--- config.mk ---
export PLATFORM = sky130hd
export DESIGN_NAME = bounded_list_insert_delete_top
export DESIGN_NICKNAME = d
export VERILOG_FILES = /design/src/bli_pkg.sv /design/src/bli_cell.sv /design/src/bounded_list_insert_delete_top.sv
export SDC_FILE = /design/constraint.sdc
export NUM_CORES = 1
export LEC_CHECK = 0
export ABC_AREA = 1
export BUFFER_PORTS_ARGS = -buffer_cell sky130_fd_sc_hd__clkbuf_2
export CORE_ASPECT_RATIO = 1.75
export CORE_MARGIN = 5
export CORE_UTILIZATION = 50
export CTS_CLUSTER_SIZE = 25
export DETAILED_ROUTE_END_ITERATION = 8
export PLACE_DENSITY = 0.69
export SLEW_MARGIN = 10
export SYNTH_ARGS = -nofsm -noshare
export SYNTH_HDL_FRONTEND = slang
export SYNTH_SLANG_ARGS = --single-unit
--- constraint.sdc ---
create_clock -name aclk -period 4.75 [get_ports aclk]
set_input_delay 0.2375 -clock aclk [delete_from_list [all_inputs] [get_ports aclk]]
set_output_delay 0.2375 -clock aclk [all_outputs]
set_load 0.005 [all_outputs]
--- src/bli_pkg.sv ---
// ----------------------------------------------------------------------------
// bli_pkg: shared definitions for the bounded list
// Sizes, command and status codes, and the control word that the list
// controller broadcasts along the row of storage cells.
// ----------------------------------------------------------------------------
package bli_pkg;

    // Built number of storage cells
    localparam int DEPTH  = 16;

    // Fixed field widths
    localparam int DATA_W = 32;
    localparam int CMD_W  = 3;
    localparam int POS_W  = 5;
    localparam int CAP_W  = 5;
    localparam int STAT_W = 2;

    // Derived widths
    localparam int IDX_W  = (DEPTH > 1) ? $clog2(DEPTH) : 1;
    localparam int CNT_W  = $clog2(DEPTH + 1);
    localparam int CMP_A  = (CNT_W > POS_W) ? CNT_W : POS_W;
    localparam int CMP_W  = (CMP_A > CAP_W) ? CMP_A : CAP_W;

    localparam logic [CAP_W-1:0] CAP_RESET = 5'd16;

    // Commands
    localparam logic [CMD_W-1:0] CMD_APPEND    = 3'd0;
    localparam logic [CMD_W-1:0] CMD_INS_FRONT = 3'd1;
    localparam logic [CMD_W-1:0] CMD_INS_POS   = 3'd2;
    localparam logic [CMD_W-1:0] CMD_DEL_POS   = 3'd3;
    localparam logic [CMD_W-1:0] CMD_READ      = 3'd4;

    // Status codes
    localparam logic [STAT_W-1:0] ST_OK     = 2'd0;
    localparam logic [STAT_W-1:0] ST_FULL   = 2'd1;
    localparam logic [STAT_W-1:0] ST_BADPOS = 2'd2;

    // Control word broadcast to every cell
    typedef struct packed {
        logic                     ins;
        logic                     del;
        logic [IDX_W-1:0]         pos;
        logic signed [DATA_W-1:0] elem;
    } cell_ctl_t;

endpackage

--- src/bli_cell.sv ---
// ----------------------------------------------------------------------------
// bli_cell: one storage cell of the list
// Holds one entry. On an insert it takes its lower neighbour's entry (or the
// new element at the insert point); on a delete it takes its upper
// neighbour's entry. Drives its entry onto the read bus when addressed.
// ----------------------------------------------------------------------------
module bli_cell (
    input  logic                             aclk,
    input  bli_pkg::cell_ctl_t               ctl,
    input  logic [bli_pkg::IDX_W-1:0]        cell_idx,
    input  logic signed [bli_pkg::DATA_W-1:0] left_val,
    input  logic signed [bli_pkg::DATA_W-1:0] right_val,
    output logic signed [bli_pkg::DATA_W-1:0] value,
    output logic signed [bli_pkg::DATA_W-1:0] rd_val
);

    logic signed [bli_pkg::DATA_W-1:0] entry_reg;
    logic signed [bli_pkg::DATA_W-1:0] entry_next;

    always_comb begin
        entry_next = entry_reg;
        if (ctl.ins) begin
            if (cell_idx > ctl.pos) begin
                entry_next = left_val;
            end else if (cell_idx == ctl.pos) begin
                entry_next = ctl.elem;
            end
        end else if (ctl.del) begin
            // close the gap from above
            if (cell_idx >= ctl.pos) begin
                entry_next = right_val;
            end
        end
    end

    always_ff @(posedge aclk) begin
        entry_reg <= entry_next;
    end

    assign value  = entry_reg;
    assign rd_val = (cell_idx == ctl.pos) ? entry_reg : '0;

endmodule

--- src/bounded_list_insert_delete_top.sv ---
// ----------------------------------------------------------------------------
// bounded_list_insert_delete_top: bounded ordered list with insert/delete
// Row of storage cells that shift in parallel under one controller.
// ----------------------------------------------------------------------------
// Every command (append, insert front, insert at position, delete at
// position, read) is carried out when its beat is accepted: the whole row
// of cells shifts in the cycle the beat is accepted, and the result is
// held in an output register. s_ready is high whenever that register is
// empty or being taken, so one beat per cycle is sustained while m_ready
// stays high. The capacity register may be written at any time the block
// is idle; values above the built depth act as the built depth. Rejected
// commands leave the list as it was.
module bounded_list_insert_delete_top (
    input  logic                              aclk,
    input  logic                              aresetn,

    input  logic                              cfg_wr_en,
    input  logic [bli_pkg::CAP_W-1:0]         cfg_wr_data,

    input  logic                              s_valid,
    output logic                              s_ready,
    input  logic [bli_pkg::CMD_W-1:0]         s_command,
    input  logic signed [bli_pkg::DATA_W-1:0] s_element,
    input  logic [bli_pkg::POS_W-1:0]         s_position,

    output logic                              m_valid,
    input  logic                              m_ready,
    output logic [bli_pkg::STAT_W-1:0]        m_status,
    output logic [bli_pkg::CNT_W-1:0]         m_count,
    output logic signed [bli_pkg::DATA_W-1:0] m_read_value
);

    localparam int DEPTH  = bli_pkg::DEPTH;
    localparam int DATA_W = bli_pkg::DATA_W;
    localparam int CNT_W  = bli_pkg::CNT_W;
    localparam int CMP_W  = bli_pkg::CMP_W;
    localparam int IDX_W  = bli_pkg::IDX_W;

    logic [bli_pkg::CAP_W-1:0]  cap_reg;
    logic [CNT_W-1:0]           count_reg;
    logic [CNT_W-1:0]           count_next;
    logic                       m_valid_reg;
    logic [bli_pkg::STAT_W-1:0] status_reg;
    logic [bli_pkg::STAT_W-1:0] status_next;
    logic [CNT_W-1:0]           m_count_reg;
    logic signed [DATA_W-1:0]   rd_reg;
    logic signed [DATA_W-1:0]   rd_next;

    logic                       accept;
    logic [CMP_W-1:0]           cnt_ext;
    logic [CMP_W-1:0]           pos_ext;
    logic [CMP_W-1:0]           cap_ext;
    logic [CMP_W-1:0]           eff_cap;
    logic                       full;
    logic                       do_ins;
    logic                       do_del;
    logic                       do_read;
    logic [IDX_W-1:0]           ins_pos;
    logic signed [DATA_W-1:0]   rd_or;

    bli_pkg::cell_ctl_t         ctl;

    logic signed [DATA_W-1:0]   cell_val [DEPTH];
    logic signed [DATA_W-1:0]   cell_rd  [DEPTH];

    assign accept  = s_valid && s_ready;
    assign s_ready = !m_valid_reg || m_ready;

    assign cnt_ext = CMP_W'(count_reg);
    assign pos_ext = CMP_W'(s_position);
    assign cap_ext = CMP_W'(cap_reg);
    assign eff_cap = (cap_ext > CMP_W'(DEPTH)) ? CMP_W'(DEPTH) : cap_ext;
    assign full    = cnt_ext >= eff_cap;

    // Command decode
    always_comb begin
        status_next = bli_pkg::ST_OK;
        do_ins      = 1'b0;
        do_del      = 1'b0;
        do_read     = 1'b0;
        ins_pos     = s_position[IDX_W-1:0];
        unique case (s_command)
            bli_pkg::CMD_APPEND: begin
                ins_pos = count_reg[IDX_W-1:0];
                if (full) begin
                    status_next = bli_pkg::ST_FULL;
                end else begin
                    do_ins = 1'b1;
                end
            end
            bli_pkg::CMD_INS_FRONT: begin
                ins_pos = '0;
                if (full) begin
                    status_next = bli_pkg::ST_FULL;
                end else begin
                    do_ins = 1'b1;
                end
            end
            bli_pkg::CMD_INS_POS: begin
                if (full) begin
                    status_next = bli_pkg::ST_FULL;
                end else if (pos_ext > cnt_ext) begin
                    status_next = bli_pkg::ST_BADPOS;
                end else begin
                    do_ins = 1'b1;
                end
            end
            bli_pkg::CMD_DEL_POS: begin
                if (pos_ext >= cnt_ext) begin
                    status_next = bli_pkg::ST_BADPOS;
                end else begin
                    do_del = 1'b1;
                end
            end
            bli_pkg::CMD_READ: begin
                if (pos_ext >= cnt_ext) begin
                    status_next = bli_pkg::ST_BADPOS;
                end else begin
                    do_read = 1'b1;
                end
            end
            default: begin
                status_next = bli_pkg::ST_BADPOS;
            end
        endcase
    end

    always_comb begin
        ctl.ins  = accept && do_ins;
        ctl.del  = accept && do_del;
        ctl.pos  = ins_pos;
        ctl.elem = s_element;
    end

    always_comb begin
        count_next = count_reg;
        if (ctl.ins) begin
            count_next = count_reg + CNT_W'(1);
        end else if (ctl.del) begin
            count_next = count_reg - CNT_W'(1);
        end
    end

    // Row of cells; the ends feed back their own entry
    for (genvar g = 0; g < DEPTH; g++) begin : g_cell
        logic signed [DATA_W-1:0] left_v;
        logic signed [DATA_W-1:0] right_v;

        if (g == 0) begin : g_first
            assign left_v = cell_val[g];
        end else begin : g_mid_l
            assign left_v = cell_val[g-1];
        end

        if (g == DEPTH - 1) begin : g_last
            assign right_v = cell_val[g];
        end else begin : g_mid_r
            assign right_v = cell_val[g+1];
        end

        bli_cell u_cell (
            .aclk      (aclk),
            .ctl       (ctl),
            .cell_idx  (IDX_W'(g)),
            .left_val  (left_v),
            .right_val (right_v),
            .value     (cell_val[g]),
            .rd_val    (cell_rd[g])
        );
    end

    always_comb begin
        rd_or = '0;
        for (int i = 0; i < DEPTH; i++) begin
            rd_or = rd_or | cell_rd[i];
        end
        rd_next = do_read ? rd_or : '0;
    end

    always_ff @(posedge aclk) begin
        if (!aresetn) begin
            cap_reg     <= bli_pkg::CAP_RESET;
            count_reg   <= '0;
            m_valid_reg <= 1'b0;
        end else begin
            if (cfg_wr_en) begin
                cap_reg <= cfg_wr_data;
            end
            count_reg <= count_next;
            if (accept) begin
                m_valid_reg <= 1'b1;
            end else if (m_ready) begin
                m_valid_reg <= 1'b0;
            end
        end
    end

    // Result payload: load on every accepted beat
    always_ff @(posedge aclk) begin
        if (accept) begin
            status_reg  <= status_next;
            m_count_reg <= count_next;
            rd_reg      <= rd_next;
        end
    end

    assign m_valid      = m_valid_reg;
    assign m_status     = status_reg;
    assign m_count      = m_count_reg;
    assign m_read_value = rd_reg;

endmodule

## Word level (Yosys, flattened, before mapping)

Cells that the tools add are included.

| word-level totals | value |
|---|---|
| bits in registers | 562 |
| bits of input ports | 50 |

| cells by class | value |
|---|---|
| $add $sub $neg | 2 |
| order comparisons | 35 |
| equal/unequal tests | 35 |
| mux-type cells | 111 |
| bitwise logic cells | 15 |
| reductions and logical operators | 43 |

Operator list:

| operator | number |
|---|---|
| $mux 32 | 93 |
| $or 32x32->32 | 15 |
| $ne 3x1->1 const B | 14 |
| $reduce_and 3->1 | 14 |
| $reduce_bool 2->1 | 18 |
| $eq 4x4->1 const A | 8 |
| $gt 4x4->1 const A | 8 |
| $ge 4x4->1 const A | 7 |
| $eq 3x4->1 const A | 4 |
| $ge 3x4->1 const A | 4 |
| $gt 3x4->1 const A | 4 |
| $mux 5 | 3 |
| $ge 5x5->1 | 2 |
| $mux 1 | 9 |
| $eq 2x4->1 const A | 2 |
| $ge 1x4->1 const A | 2 |
| $ge 2x4->1 const A | 2 |
| $gt 1x4->1 const A | 2 |
| $gt 2x4->1 const A | 2 |
| $pmux 4 s2 | 1 |
| $eq 3x2->1 const B | 2 |
| $mux 2 | 3 |
| $pmux 2 s3 | 1 |
| $add 5x1->5 const B | 1 |
| other kinds (17) | 20 |

## Logic depth before layout (Yosys ltp)

| depth | value |
|---|---|
| word-level depth | 19 |
| mapped depth | 16 |
| gate-level depth less buffers | 14 |

## Modules after synthesis

From an unflattened synthesis, not the netlist that was laid out.

| unflattened totals | value |
|---|---|
| cell total of the unflattened synthesis | 6,176 |
| area, all modules | 42,309.3 um2 |

By module, submodules not included:

| module | instances | cells each | area an instance (um2) | sequential area each (um2) |
|---|---|---|---|---|
| bli_cell (g_cell[13].u_cell ...) | 12 | 363 | 2,418.6 | 960.9 |
| bli_cell (g_cell[0].u_cell ...) | 4 | 363 | 2,422.3 | 960.9 |
| bounded_list_insert_delete_top | 1 | 368 | 3,597.2 | 1,391.3 |

## Least setup slack after synthesis

Ideal clock, no wire load.

| timing path | value |
|---|---|
| path kind | register to register |
| start point | register cap_reg, in the netlist cap_ext[0] |
| end point | register g_cell[4].u_cell.entry_reg, in the netlist g_cell[4].u_cell.value[0] (enable) |
| setup time | 461 ps |
| arrival time | 4,500 ps |
| data required time | 4,289 ps |
| path slack | -211 ps |
| stages on the path, launching flop included | 12 |
| buffers on the path | 1 |
| cell sequence | dfxtp_1 > o41ai_1 > nand2_1 > ha_1 > a21oi_1 > o21ai_0 > a211oi_1 > nand3_1 > clkbuf_1 > nand2_1 > inv_1 > nor3_1 |

| between the ends | value |
|---|---|
| word-level cells in the longest chain between the ends | 8 |
| elaborated cells between the ends (all ways) | 11 |
| those cells by class | order compare: 2; eq/ne: 1; mux: 4; reduce/logical: 4 |

RTL lines:

| item | RTL line | text |
|---|---|---|
| start: declaration | bounded_list_insert_delete_top.sv:39 | `logic [bli_pkg::CAP_W-1:0] cap_reg;` |
| start signal: assignment | bounded_list_insert_delete_top.sv:182 | `cap_reg <= bli_pkg::CAP_RESET;` |
| start signal: assignment | bounded_list_insert_delete_top.sv:187 | `cap_reg <= cfg_wr_data;` |
| $gt 5x5->1 | bounded_list_insert_delete_top.sv:72 | `assign eff_cap = (cap_ext > CMP_W'(DEPTH)) ? CMP_W'(DEPTH) : cap_ext;` |
| $mux 5 (*) | bounded_list_insert_delete_top.sv:72 |  |
| $ge 5x5->1 (*) | bounded_list_insert_delete_top.sv:73 | `assign full = cnt_ext >= eff_cap;` |
| $mux 1, on equally long branches | bounded_list_insert_delete_top.sv:100, bounded_list_insert_delete_top.sv:85, bounded_list_insert_delete_top.sv:93 |  |
| $pmux 1 s2 (*) | bounded_list_insert_delete_top.sv:82 | `unique case (s_command)` |
| $logic_and 1x1->1 (*) | bounded_list_insert_delete_top.sv:129 | `ctl.ins = accept && do_ins;` |
| $ne 3x1->1 (no source line) or $reduce_bool 2->1 (tied branches) | -- |  |
| $reduce_and 3->1 (no source line) (*) | -- |  |
| end signal: assignment | bli_cell.sv:37 | `entry_reg <= entry_next;` |
| end: declaration | bli_cell.sv:17 | `logic signed [bli_pkg::DATA_W-1:0] entry_reg;` |

Mark *: on every way between the ends. The rest lies on a longest branch, timed or not.
A chain may end at the register's enable or synchronous reset.

## Final worst setup path

| timing path | value |
|---|---|
| start point | register count_reg[2], in the netlist cnt_ext[2] |
| end point | register g_cell[7].u_cell.entry_reg, in the netlist g_cell[7].u_cell.value[0] (enable) |

| between the ends | value |
|---|---|
| word-level cells in the longest chain between the ends | 7 |
| elaborated cells between the ends (all ways) | 19 |
| those cells by class | order compare: 5; eq/ne: 2; mux: 7; reduce/logical: 5 |

RTL lines:

| item | RTL line | text |
|---|---|---|
| start: declaration | bounded_list_insert_delete_top.sv:40 | `logic [CNT_W-1:0] count_reg;` |
| start signal: assignment | bounded_list_insert_delete_top.sv:189 | `count_reg <= count_next;` |
| $gt 5x5->1 | bounded_list_insert_delete_top.sv:102 | `end else if (pos_ext > cnt_ext) begin` |
| $mux 1 | bounded_list_insert_delete_top.sv:102 |  |
| $mux 1 | bounded_list_insert_delete_top.sv:100 | `if (full) begin` |
| $pmux 1 s2 | bounded_list_insert_delete_top.sv:82 |  |
| $logic_and 1x1->1 | bounded_list_insert_delete_top.sv:129 |  |
| $ne 3x1->1 (no source line) or $reduce_bool 2->1 (tied branches) | -- |  |
| $reduce_and 3->1 (no source line) (*) | -- |  |
| end signal: assignment | bli_cell.sv:37 |  |
| end: declaration | bli_cell.sv:17 |  |

Marked as above.

==> results.md <==
- Mapped Nets: 4136
- R2R cell count: 13
- Tcrit/Tclk final: 78.0%
- RSZ-0062 raised after global routing: no
- Critical path endpoint category: flip-flop
- TritonCTS clock tree: done
- Die Footprint: 70300 µm²
- Power density cells: 348 nW/µm²
- Area growth, synth to finish: 10.7%
- Static Leakage: 14.7 nW
- Worst min-delay path class: input pin to flip-flop
- Predominant post-synthesis flop cell: edfxtp_1
- Clk buf depth: 3
- GRT Residual Overflow: 0
- Worst rel slew slack: 17.1%
- First-pass GRT wire length: 187000 µm
- GRT met3 Usage: 7.03%
- Synth warn: 0
- Required @ worst endpoint: 4.99 ns
- Design area: 35900 µm²
- Critical path startpoint category: flip-flop
- Chip Width: 203 µm
- GRT Total Usage: 35.4%
- Reg2reg end: g_cell[7].u_cell.value[0]$_DFFE_PP_
- Clock slew at reported path FFs: 0.06 ns
- Setup Viol. Count Final: 0
- Hold path start: s_command[1]
- Worst-skew pair later-pin latency: 0.63 ns
- CP max FO: 18
- Htree depth: 2
- Grt met2 use: 57.2%
- Met1 usage: 42.9%
- Fmax: 0.270 GHz
- Clock Skew: 0.0302 ns
- Cts repair resizes: 0
- Slew Viols, Final: 0
- Area after DPL: 34100 µm²
- Post-CTS Repair Setup Buffers: 0
- Die Ht: 347 µm
- Max cap viols: 0
- Async SR Flop Fraction: 0%
- CTS Sinks: 562
- Routed length per instance: 26.4 µm
- Post-DP HPWL: 75700 µm
- Max reg flops: 512
- GRT busiest layer: met2
- Post-Syn Area per Cell: 7.96 µm²
- RD Place Congestion: 0.921
- IR drop worst, VDD: 0.249 mV
- Critical Path AT: 3.95 ns
- Core area: 64300 µm²
- RR Startpoint: cnt_ext[2]$_SDFF_PN0_
- Final nets: 4106
- Pin count of the biggest net entering global routing: 236
- Synth cell types: 35
- Detail Route Antenna Nets: 0
- Antenna violations before repair: 5
- Ports: 91
- Vias: 31.3k
- Sequential cell area fraction in the yosys report: 51.7%
- Layout cells sized above 1: 8.91%
- Mapped Cells: 4074
- Fin Setup TNS: 0 ns
- Drc violations: 0
- Flop2flop setup slack: 1.05 ns
- DRT Pass-1 Iters: 8
- Total CTS buffers: 53
- Slew @ Worst Pin: 1.24 ns
- Vias per cell: 6.39
- Hold path cells: 3
- DRT iter0 DRCs: 4515
- Status: finished, final reports clean
- Synth Register Bits: 562
- Critical path class: flip-flop to flip-flop
- Synthesized area: 32400 µm²
- Port bufs: 90
- FP Rows: 123
- Initial Utilization: 50.4%
- Final Hold Fails: 0
- EDFF count, synth: 551
- Endpoint of the worst hold path: m_status[1]$_DFFE_PP_
- Final WL: 130000 µm
- CTS root buf: clkbuf_16
- Vias in the first global route: 29.3k
- Final min period: 3.70 ns
[final cells by class]
type                       count  area (µm²)
antenna                        4        10.0
inverter                     137         522
multi-input combinational   3065       14100
fill                        6002       28400
clock buffer                  73        1460
tap                          812        1020
sequential                   562       16800
timing repair buffer         225        1770
clock inverter                24         258
[Yosys cell counts (7+ instances only)]
master	count	area, µm²
a21oi_1	11	55.1
nor3_1	37	185
inv_2	10	37.5
o31ai_1	192	1440
o21ai_1	58	290
dfxtp_1	11	220
o21ai_0	278	1390
nor2_1	645	2420
nor2_2	9	56.3
inv_1	126	473
edfxtp_1	551	16500
nand4_1	34	213
nand3_1	314	1570
buf_2	92	460
nor2_4	7	78.8
buf_4	7	52.6
clkbuf_1	193	724
o211ai_1	98	736
ha_1	12	150
buf_1	18	67.6
nand2_1	1344	5040
[how the worst max path moves through the flow]
| stage | startpoint | to |
|---|---|---|
| floorplan | cap_ext[0]$_SDFFE_PN0P_ | g_cell[4].u_cell.value[0]$_DFFE_PP_ |
| global placement | cap_ext[0]$_SDFFE_PN0P_ | g_cell[0].u_cell.value[6]$_DFFE_PP_ |
| detailed placement | cap_ext[1]$_SDFFE_PN0P_ | g_cell[0].u_cell.value[6]$_DFFE_PP_ |
| CTS | cap_ext[0]$_SDFFE_PN0P_ | g_cell[0].u_cell.value[15]$_DFFE_PP_ |
| global route | cnt_ext[2]$_SDFF_PN0_ | g_cell[7].u_cell.value[0]$_DFFE_PP_ |
| finish | cnt_ext[2]$_SDFF_PN0_ | g_cell[7].u_cell.value[0]$_DFFE_PP_ |
[where the power goes]
group	switching, mW	internal (mW)
clock network	2.04	2.42
registers	0.127	5.70
logic	1.65	0.546
[cells by family (layout without fill, tap and decap cells)]
family          after synthesis  count (layout)  share of synthesized area [%]
other cells                   0               4                              0
simple gates               2402            2402                           29.8
compound gates              644             644                           12.2
fa+ha+maj                    12              12                          0.463
xor+xnor                      7               7                          0.189
buf+inv                     447             459                           5.61
flops                       562             562                           51.7
[worst max-delay path, cell delays in order (launching register included)]
cell and delay [ns]:
dfxtp_1 0.54, inv_1 0.19, ha_1 0.33, nand2_1 0.06, inv_1 0.03, o21bai_1 0.12, nand3_1 0.12, inv_1 0.11
nand3_1 0.33, nand2_1 0.23, inv_1 0.40, buf_4 0.34, nor2_4 0.09, buf_4 0.43
[per-layer routing]
metal  routed length (µm)  up-vias
met1                42500    14400
li1                     -    13800
met2                58300     2468
met5                   32        -
met4                11900        4
met3                16800      714
[through the flow]
stage | instances | hold WS (ns) | total power [mW] | utilization, % | setup slack (ns)
finish | 4902 | 0.0867 | 12.5 | 55.8 | 1.05
global route | 4898 | 0.108 | 12.8 | 55.8 | 0.862
CTS | 4898 | 0.0739 | 12.4 | 55.8 | 1.12
detailed placement | 4787 | 0.471 | 8.03 | 52.9 | 1.14
global placement | 4787 | 0.459 | 8.00 | 52.9 | 1.10
floorplan | 4074 | 0.338 | 7.12 | - | -0.211
[cells in the final DEF, fill, tap and decap left out, types with 12 or more instances in the layout]
cell type	synthesis	final
nand2_1	1344	1340
nor2_1	645	621
edfxtp_1	551	551
nand3_1	314	313
o21ai_0	278	278
o31ai_1	192	192
inv_1	126	124
buf_4	7	99
o211ai_1	98	98
clkbuf_2	0	90
o21ai_1	58	58
clkbuf_16	0	53
nor2_4	7	35
nor3_1	37	35
nand4_1	34	34
buf_12	0	22
clkbuf_1	193	14
dlygate4sd3_1	0	14
ha_1	12	12
[timing repair]
action / CTS / global route
hold buffers: 14 / 0
hold endpoints to repair: 6 / 0
setup endpoints to repair: 0 / 0
Note: power is estimated with default switching activity, not from simulation.
